### src/sv/btm_pkg.sv
`timescale 1ns / 1ps
// Shared constants and types of the binary template match marker.
package btm_pkg;

   localparam int PAT_ROWS_DEF  = 4;
   localparam int PAT_COLS_DEF  = 3;
   localparam int MAX_WIDTH_DEF = 256;

   localparam int CFG_W = 12;

   localparam logic [11:0] PATTERN_RESET = 12'd2746;
   localparam logic [7:0]  WIDTH_RESET   = 8'd20;
   localparam logic [7:0]  HEIGHT_RESET  = 8'd25;

   typedef enum logic [1:0] {
      CSR_PATTERN = 2'd0,
      CSR_WIDTH   = 2'd1,
      CSR_HEIGHT  = 2'd2
   } csr_index_type;

   typedef enum logic [1:0] {
      PIX_BG   = 2'd0,
      PIX_FG   = 2'd1,
      PIX_MARK = 2'd2
   } pixel_code_type;

endpackage

### src/sv/btm_cell.sv
`timescale 1ns / 1ps
// One window column cell: pixel and match-end bits of one column, shifted to its neighbor.
module btm_cell #(
   parameter int ROWS = 4
) (
   input  logic            clock,
   input  logic            shift_en,
   input  logic [ROWS-1:0] pix_in,
   input  logic [ROWS-1:0] mark_in,
   output logic [ROWS-1:0] pix_out,
   output logic [ROWS-1:0] mark_out
);

   logic [ROWS-1:0] pix_ff;
   logic [ROWS-1:0] mark_ff;

   always_ff @(posedge clock) begin
      if (shift_en) begin
         pix_ff  <= pix_in;
         mark_ff <= mark_in;
      end
   end

   assign pix_out  = pix_ff;
   assign mark_out = mark_ff;

endmodule

### src/sv/btm_line_buf.sv
`timescale 1ns / 1ps
// Column line buffer: one word per column, registered read with write bypass.
module btm_line_buf #(
   parameter int DEPTH = 256,
   parameter int AW    = 8,
   parameter int DW    = 8
) (
   input  logic          clock,
   input  logic          wr_en,
   input  logic [AW-1:0] wr_addr,
   input  logic [DW-1:0] wr_data,
   input  logic          rd_en,
   input  logic [AW-1:0] rd_addr,
   output logic [DW-1:0] rd_data
);

   logic [DW-1:0] mem [DEPTH];
   logic [DW-1:0] rd_ff;

   always_ff @(posedge clock) begin
      if (wr_en) begin
         mem[wr_addr] <= wr_data;
      end
   end

   always_ff @(posedge clock) begin
      if (rd_en) begin
         // same column written and read: take the fresh word
         rd_ff <= (wr_en && (wr_addr == rd_addr)) ? wr_data : mem[rd_addr];
      end
   end

   assign rd_data = rd_ff;

endmodule

### src/sv/binary_template_match_marker.sv
`timescale 1ns / 1ps
// Top level of the binary template match marker.
//
// Binary pixels arrive in raster order, one per req transfer. Every PAT_ROWS by
// PAT_COLS window of the frame is compared exactly against pattern_ff (bit
// r*PAT_COLS+c is window row r, column c); each transfer gets one rsp transfer
// telling whether the window ending at that pixel matched, with its top-left
// position. The same rsp also carries a delayed copy of the frame, lagging the
// input by (PAT_ROWS-1)*frame_width + PAT_COLS-1 pixels, in which foreground
// pixels covered by any matching window read 2. After the last pixel, drain
// transfers flush the remaining delayed pixels. Frames smaller than the pattern
// never match and pass through undelayed. Throughput is one pixel per clock
// unless rsp stalls: a line buffer with a registered read, prefetched one
// column ahead, feeds a row of PAT_COLS column cells that hold the window, and
// the rsp register lets a new pixel be taken in the same cycle a waiting result
// is taken. rsp_valid rises in the cycle after a req transfer. No clearing pass
// after reset: buffer contents from before the current frame are never used.
module binary_template_match_marker
   import btm_pkg::*;
#(
   parameter int PAT_ROWS  = PAT_ROWS_DEF,
   parameter int PAT_COLS  = PAT_COLS_DEF,
   parameter int MAX_WIDTH = MAX_WIDTH_DEF
) (
   input  logic             clock,
   input  logic             reset,
   input  logic             req_valid,
   output logic             req_ready,
   input  logic             req_pixel,
   input  logic             req_start_of_frame,
   input  logic             req_drain,
   output logic             rsp_valid,
   input  logic             rsp_ready,
   output logic             rsp_match_found,
   output logic [7:0]       rsp_match_row,
   output logic [7:0]       rsp_match_col,
   output logic             rsp_out_valid,
   output logic [1:0]       rsp_out_pixel,
   output logic [7:0]       rsp_out_row,
   output logic [7:0]       rsp_out_col,
   output logic             rsp_out_last,
   input  logic             csr_write,
   input  logic [1:0]       csr_index,
   input  logic [CFG_W-1:0] csr_wdata
);

   localparam int NB = PAT_ROWS * PAT_COLS;
   localparam int AW = (MAX_WIDTH > 1) ? $clog2(MAX_WIDTH) : 1;
   localparam logic [11:0] PAT_MASK = (NB >= 12) ? 12'hFFF : 12'((1 << NB) - 1);

   // configuration
   logic [11:0] pattern_ff;
   logic [7:0]  width_ff;
   logic [7:0]  height_ff;

   // position and count state
   logic [8:0]  in_row_ff,  in_row_in;
   logic [7:0]  in_col_ff,  in_col_in;
   logic [8:0]  out_row_ff, out_row_in;
   logic [7:0]  out_col_ff, out_col_in;
   logic [15:0] in_cnt_ff,  in_cnt_in;
   logic [15:0] out_cnt_ff, out_cnt_in;

   // result register
   logic        rsp_valid_ff;
   logic        match_found_ff, match_found_in;
   logic [7:0]  match_row_ff,   match_row_in;
   logic [7:0]  match_col_ff,   match_col_in;
   logic        out_valid_ff,   out_valid_in;
   logic [1:0]  out_pixel_ff,   out_pixel_in;
   logic [7:0]  out_row_res_ff, out_row_res_in;
   logic [7:0]  out_col_res_ff, out_col_res_in;
   logic        out_last_ff,    out_last_in;

   logic        accept;
   logic [15:0] total;
   logic        fits;
   logic [16:0] lag;
   logic [8:0]  row0, orow0;
   logic [7:0]  col0, ocol0;
   logic [15:0] ic0, oc0;
   logic        real_px;
   logic [16:0] ic1, diff;
   logic        emit;
   logic        shift;
   logic [8:0]  col_p1, ocol_p1;
   logic        wrap, owrap;
   logic [7:0]  col_nxt;
   logic [8:0]  row_nxt;
   logic        px_eff;
   logic        test;
   logic        match;
   logic        mark_any;
   logic [8:0]  top9;
   logic [7:0]  left8;
   logic [16:0] oc_p1;

   logic [PAT_ROWS-1:0]   old_pix, old_mark, new_pix, new_mark;
   logic [2*PAT_ROWS-1:0] lb_rd, lb_wr;
   logic [PAT_ROWS-1:0]   slot_pix_q  [PAT_COLS];
   logic [PAT_ROWS-1:0]   slot_mark_q [PAT_COLS];
   logic [PAT_ROWS-1:0]   slot_pix_d  [PAT_COLS];
   logic [PAT_ROWS-1:0]   slot_mark_d [PAT_COLS];
   logic [NB-1:0]         win;
   logic [NB-1:0]         pat_wide;

   assign req_ready = !rsp_valid_ff || rsp_ready;
   assign accept    = req_valid && req_ready;

   // frame geometry
   assign total = width_ff * height_ff;
   assign fits  = (width_ff >= 8'(PAT_COLS)) && (height_ff >= 8'(PAT_ROWS));
   assign lag   = fits ? (17'(PAT_ROWS - 1) * {9'd0, width_ff} + 17'(PAT_COLS - 1)) : 17'd0;

   // start of frame restarts every counter for this transfer
   assign row0  = req_start_of_frame ? 9'd0  : in_row_ff;
   assign col0  = req_start_of_frame ? 8'd0  : in_col_ff;
   assign orow0 = req_start_of_frame ? 9'd0  : out_row_ff;
   assign ocol0 = req_start_of_frame ? 8'd0  : out_col_ff;
   assign ic0   = req_start_of_frame ? 16'd0 : in_cnt_ff;
   assign oc0   = req_start_of_frame ? 16'd0 : out_cnt_ff;

   assign real_px = !req_drain && (ic0 < total);
   assign ic1     = {1'b0, ic0} + {16'd0, real_px};
   assign diff    = ic1 - {1'b0, oc0};
   assign emit    = ({1'b0, oc0} < ic1) &&
                    ((diff > lag) || (req_drain && (ic1 >= {1'b0, total})));
   // a drain transfer that flushes a pixel moves the window on like a blank pixel
   assign shift   = accept && (real_px || (req_drain && emit));

   assign col_p1  = {1'b0, col0} + 9'd1;
   assign wrap    = col_p1 >= {1'b0, width_ff};
   assign col_nxt = wrap ? 8'd0 : col_p1[7:0];
   assign row_nxt = wrap ? (row0 + 9'd1) : row0;

   assign px_eff = real_px && req_pixel;

   // column vector: bit 0 is the oldest row, bit PAT_ROWS-1 the current row
   assign old_pix  = lb_rd[PAT_ROWS-1:0];
   assign old_mark = lb_rd[2*PAT_ROWS-1:PAT_ROWS];
   assign new_pix  = (old_pix >> 1) | (PAT_ROWS'(px_eff) << (PAT_ROWS - 1));
   assign new_mark = (old_mark >> 1) | (PAT_ROWS'(match) << (PAT_ROWS - 1));
   assign lb_wr    = {new_mark, new_pix};

   always_comb begin
      for (int j = 0; j < PAT_COLS; j++) begin
         if (j == PAT_COLS - 1) begin
            slot_pix_d[j]  = new_pix;
            slot_mark_d[j] = new_mark;
         end else begin
            slot_pix_d[j]  = slot_pix_q[j + 1];
            slot_mark_d[j] = slot_mark_q[j + 1];
         end
      end
   end

   always_comb begin
      for (int i = 0; i < PAT_ROWS; i++) begin
         for (int j = 0; j < PAT_COLS; j++) begin
            win[i * PAT_COLS + j] = slot_pix_d[j][i];
         end
      end
   end

   always_comb begin
      for (int k = 0; k < NB; k++) begin
         pat_wide[k] = (k < 12) ? pattern_ff[k % 12] : 1'b0;
      end
   end

   assign test  = real_px && fits && (row0 >= 9'(PAT_ROWS - 1)) && (col0 >= 8'(PAT_COLS - 1));
   assign match = test && (win == pat_wide);

   // any match ending in the window covers the pixel leaving at its top-left
   always_comb begin
      mark_any = 1'b0;
      for (int j = 0; j < PAT_COLS; j++) begin
         mark_any = mark_any | (|slot_mark_d[j]);
      end
   end

   assign top9  = row0 - 9'(PAT_ROWS - 1);
   assign left8 = col0 - 8'(PAT_COLS - 1);

   assign ocol_p1 = {1'b0, ocol0} + 9'd1;
   assign owrap   = ocol_p1 >= {1'b0, width_ff};
   assign oc_p1   = {1'b0, oc0} + 17'd1;

   always_comb begin
      in_row_in  = shift ? row_nxt : row0;
      in_col_in  = shift ? col_nxt : col0;
      in_cnt_in  = ic1[15:0];
      out_cnt_in = emit ? oc_p1[15:0] : oc0;
      out_row_in = orow0;
      out_col_in = ocol0;
      if (emit) begin
         out_col_in = owrap ? 8'd0 : ocol_p1[7:0];
         out_row_in = owrap ? (orow0 + 9'd1) : orow0;
      end
   end

   always_comb begin
      match_found_in = match;
      match_row_in   = match ? top9[7:0] : 8'd0;
      match_col_in   = match ? left8 : 8'd0;
      out_valid_in   = emit;
      out_pixel_in   = PIX_BG;
      out_row_res_in = 8'd0;
      out_col_res_in = 8'd0;
      out_last_in    = 1'b0;
      if (emit) begin
         if (fits) begin
            if (slot_pix_d[0][0]) begin
               out_pixel_in = mark_any ? PIX_MARK : PIX_FG;
            end
         end else if (px_eff) begin
            out_pixel_in = PIX_FG;
         end
         out_row_res_in = orow0[7:0];
         out_col_res_in = ocol0;
         out_last_in    = (oc_p1 == {1'b0, total});
      end
   end

   btm_line_buf #(
      .DEPTH (MAX_WIDTH),
      .AW    (AW),
      .DW    (2 * PAT_ROWS)
   ) u_line_buf (
      .clock   (clock),
      .wr_en   (shift),
      .wr_addr (col0[AW-1:0]),
      .wr_data (lb_wr),
      .rd_en   (shift),
      .rd_addr (col_nxt[AW-1:0]),
      .rd_data (lb_rd)
   );

   for (genvar g = 0; g < PAT_COLS; g++) begin : g_cell
      btm_cell #(
         .ROWS (PAT_ROWS)
      ) u_cell (
         .clock    (clock),
         .shift_en (shift),
         .pix_in   (slot_pix_d[g]),
         .mark_in  (slot_mark_d[g]),
         .pix_out  (slot_pix_q[g]),
         .mark_out (slot_mark_q[g])
      );
   end

   // configuration writes
   always_ff @(posedge clock) begin
      if (reset) begin
         pattern_ff <= PATTERN_RESET & PAT_MASK;
         width_ff   <= WIDTH_RESET;
         height_ff  <= HEIGHT_RESET;
      end else if (csr_write) begin
         case (csr_index)
            CSR_PATTERN: begin
               pattern_ff <= csr_wdata[11:0] & PAT_MASK;
            end
            CSR_WIDTH: begin
               width_ff <= csr_wdata[7:0];
            end
            CSR_HEIGHT: begin
               height_ff <= csr_wdata[7:0];
            end
            default: begin
            end
         endcase
      end
   end

   always_ff @(posedge clock) begin
      if (reset) begin
         in_row_ff  <= '0;
         in_col_ff  <= '0;
         out_row_ff <= '0;
         out_col_ff <= '0;
         in_cnt_ff  <= '0;
         out_cnt_ff <= '0;
      end else if (accept) begin
         in_row_ff  <= in_row_in;
         in_col_ff  <= in_col_in;
         out_row_ff <= out_row_in;
         out_col_ff <= out_col_in;
         in_cnt_ff  <= in_cnt_in;
         out_cnt_ff <= out_cnt_in;
      end
   end

   always_ff @(posedge clock) begin
      if (reset) begin
         rsp_valid_ff <= 1'b0;
      end else if (accept) begin
         rsp_valid_ff <= 1'b1;
      end else if (rsp_ready) begin
         rsp_valid_ff <= 1'b0;
      end
   end

   always_ff @(posedge clock) begin
      if (accept) begin
         match_found_ff <= match_found_in;
         match_row_ff   <= match_row_in;
         match_col_ff   <= match_col_in;
         out_valid_ff   <= out_valid_in;
         out_pixel_ff   <= out_pixel_in;
         out_row_res_ff <= out_row_res_in;
         out_col_res_ff <= out_col_res_in;
         out_last_ff    <= out_last_in;
      end
   end

   assign rsp_valid       = rsp_valid_ff;
   assign rsp_match_found = match_found_ff;
   assign rsp_match_row   = match_row_ff;
   assign rsp_match_col   = match_col_ff;
   assign rsp_out_valid   = out_valid_ff;
   assign rsp_out_pixel   = out_pixel_ff;
   assign rsp_out_row     = out_row_res_ff;
   assign rsp_out_col     = out_col_res_ff;
   assign rsp_out_last    = out_last_ff;

endmodule

### config.mk
export PLATFORM = sky130hd
export DESIGN_NAME = binary_template_match_marker
export DESIGN_NICKNAME = d
export VERILOG_FILES = /design/src/sv/btm_pkg.sv /design/src/sv/btm_cell.sv /design/src/sv/btm_line_buf.sv /design/src/sv/binary_template_match_marker.sv
export SDC_FILE = /design/constraint.sdc
export NUM_CORES = 2
export LEC_CHECK = 0
export BUFFER_PORTS_ARGS = -buffer_cell sky130_fd_sc_hd__buf_4
export CORE_MARGIN = 4
export CORE_UTILIZATION = 40
export CTS_CLUSTER_SIZE = 25
export DETAILED_ROUTE_END_ITERATION = 6
export SYNTH_ARGS = -nofsm -noshare
export SYNTH_HDL_FRONTEND = slang
export SYNTH_HIERARCHICAL = 1
export SYNTH_SLANG_ARGS = --single-unit
### constraint.sdc
create_clock -name clock -period 12.2 [get_ports clock]
set_clock_uncertainty 0.1 [all_clocks]
set_input_delay 1.22 -clock clock [delete_from_list [all_inputs] [get_ports clock]]
set_output_delay 1.22 -clock clock [all_outputs]
set_load 0.005 [all_outputs]
==> impl_metrics.ini <==
[finish]
final_util = 0.4512
layout-drive-gt1-share = 0.1566
area_growth_pct = 11.76
fin_cells = 7167
design_area_um2 = 81810
seq_area_um2 = 49780
fillers = 15560
final_nets = 4850
multi_input_area_um2 = 21540

[floorplanning]
die_h_um = 435.8
initial_core_util = 0.4037
die_area_um2 = 189900
fp.coreArea_um2 = 181300
die_w_um = 435.8
fp-row-count = 156
pin_count = 61

[setup_path]
crit_slowest_cell = nor2_1
worstSetupEndpointType = flip-flop
worstSetupPathType = flip-flop to flip-flop
crit_path_frequent_cell = ha_1
required_ns = 12.52
slowest_delay_ns = 0.61
crit_path_max_fanout = 17
crit_arrival_ns = 11.80
startpoint_type = flip-flop

[timing]
grt_setup_unrepaired = no
fin_crit_sh = 0.9415
tightest_slew_ns = 1.228
finalMaxSlewViolations = 0
fin_setup_tns_ns = 0
holdWs_ns = 0.3470
timing.slew.headroom = 0.1776
finalHoldViolCount = 0
timing.final.ws_setup_ns = 0.7134
fmaxAchievable_ghz = 0.08706
layout_min_cycle_time_ns = 11.49
setup_violations = 0

[logic_synthesis]
avgSynthCellArea_um2 = 15.84
synth_nets = 4813
syn_inst = 4620
synth_area_um2 = 73200
yosys_warnings = 6

[place]
portBuffers = 60
place_area_um2 = 76140
place_congestion = 0.9052
dpl.cell_count = 6851
dp_hpwl_mm = 122.0
post-place-ws_ns = 0.5369

[global_route]
grt_pass1_vias = 41180
antenna_found_initial = 5
grt_max_degree = 225
globalRouteOverflowTotal = 0
met2_usage = 0.3131
grt_use_total = 0.1973
met1_usage = 0.2785
grt_first_pass_wirelength_mm = 282.1
gr-max-usage-layer = met2
use_met3 = 0.03310

[power]
p_sw_frac = 0.2363
vdd_drop_max_mv = 0.1599
power_mw = 12.86
clkPwrFrac = 0.406
seqPwrFrac = 0.504
p_sw_mw = 3.038
p_leak_nw = 28.80
p_int_mw = 9.819
power_density_nw_per_um2 = 157.2
pwr-share-comb = 0.090

[clock_tree]
clkSinkCount = 1689
cts_tree = yes
clkTransAtPathRegs_ns = 0.06
clockRootBuffer = clkbuf_16
clock_latency_ns = 0.82
cts-hold-fix-buffers = 0
cts_buffers = 172
htree_levels = 4
cts_buffer_depth = 3

[drt]
drtPass1Iterations = 6
antenna_left = 0
drc_errors = 0
avgViaCountPerCell = 5.798
drt_wl_total_mm = 190.2
drt_iter0_drc = 4414
wl_per_cell_um = 26.54
route.vias.total = 41560

[run]
cap_violations = 0

[min_path]
hp-class = flip-flop to flip-flop

[status]
status = complete, no violations
## layout make-up
cell class | count | area share
clock inverters | 107 | 0.01360
inverters | 130 | 0.006072
flip-flops and latches | 1689 | 0.6085
diodes | 1 | 0.00003059
repair buffers | 170 | 0.01759
well taps | 2370 | 0.03625
multi-input cells | 2494 | 0.2633
clock buffers | 206 | 0.05469
## power by group through the flow
stage               sequential, mW  clock [mW]  combinational, mW
finish                        6.48        5.22               1.16
global route                  6.48        5.57               1.24
CTS                           6.48        5.33               1.17
detailed placement            6.60           0               1.16
global placement              6.60           0               1.16
floorplan                     6.69           0              0.706
## routing by layer
| layer | up-vias | part of all wire | wire length [um] |
|---|---|---|---|
| met3 | 325 | 0.068 | 12870 |
| met5 | - | 0 | 0 |
| met1 | 21510 | 0.43 | 81730 |
| li1 | 18040 | - | - |
| met2 | 1684 | 0.47 | 89520 |
| met4 | 0 | 0.032 | 6088 |
## critical path, delay by kind of cell, from the launching register on
kind                     cells  cell delay (ns)
XOR/XNOR                     3             0.61
AND/OR/NAND/NOR             12             2.24
AO/OA/AOI/OAI               13             2.48
adder cells (fa/ha/maj)     10             3.87
buffers and inverters        7             1.18
flip-flops                   1             0.58
## placed cells by master, fill, tap and decap left out, types with 29 or more instances in the layout
master and instances:
nor2_1 382, nor3_1 70, o22ai_1 50, buf_4 157
xnor2_1 83, a22oi_1 75, xor2_1 33, edfxtp_1 1595
a211oi_1 37, nand4_1 42, nand2_1 186, o21ai_0 86
clkinv_2 29, a221oi_1 43, and2_1 75, ha_1 133
dfxtp_1 93, clkbuf_16 174, fa_1 38, a21oi_1 140
clkbuf_1 32, o221ai_1 32, mux4_2 262, mux2i_1 269
nor2b_1 67, inv_1 120, clkinv_1 46, nand3_1 81
## worst paths after layout
path / startpoint / endpoint / slack [ns] / cells after the start
worst min-delay path: g_cell[2].u_cell/mark_out[3]$_DFFE_PP_ / g_cell[1].u_cell/mark_out[3]$_DFFE_PP_ / 0.35 / 0
worst max-delay path: width_ff[3]$_SDFFE_PP0P_ / u_line_buf/mem[193][5]$_DFFE_PP_ / 0.71 / 45
worst min register to register: g_cell[2].u_cell/mark_out[3]$_DFFE_PP_ / g_cell[1].u_cell/mark_out[3]$_DFFE_PP_ / 0.35 / 0
worst max register to register: width_ff[3]$_SDFFE_PP0P_ / u_line_buf/mem[193][5]$_DFFE_PP_ / 0.71 / 45
## registers in the layout, indices dropped and copies added, names as in the netlist
signal and flops:
u_line_buf/mem 1536, in_cnt_ff 16, out_cnt_ff 16, pat_wide 12
in_row_ff 9, g_cell.u_cell/mark_out 8, g_cell.u_cell/pix_out 8, height_ff 8
in_col_ff 8, out_col_ff 8, out_row_ff 8, rsp_match_col 8
rsp_match_row 8, rsp_out_col 8, rsp_out_row 8, width_ff 8
u_line_buf/rd_data 6, rsp_out_pixel 2, rsp_match_found 1, rsp_out_last 1
rsp_out_valid 1, rsp_valid 1
## repair_timing
| action | CTS | global route |
|---|---|---|
| setup endpoints to repair | 0 | 279 |
| resized for setup | 0 | 18 |
| setup buffers | 0 | 2 |
Note: power is estimated with default switching activity, not from simulation.
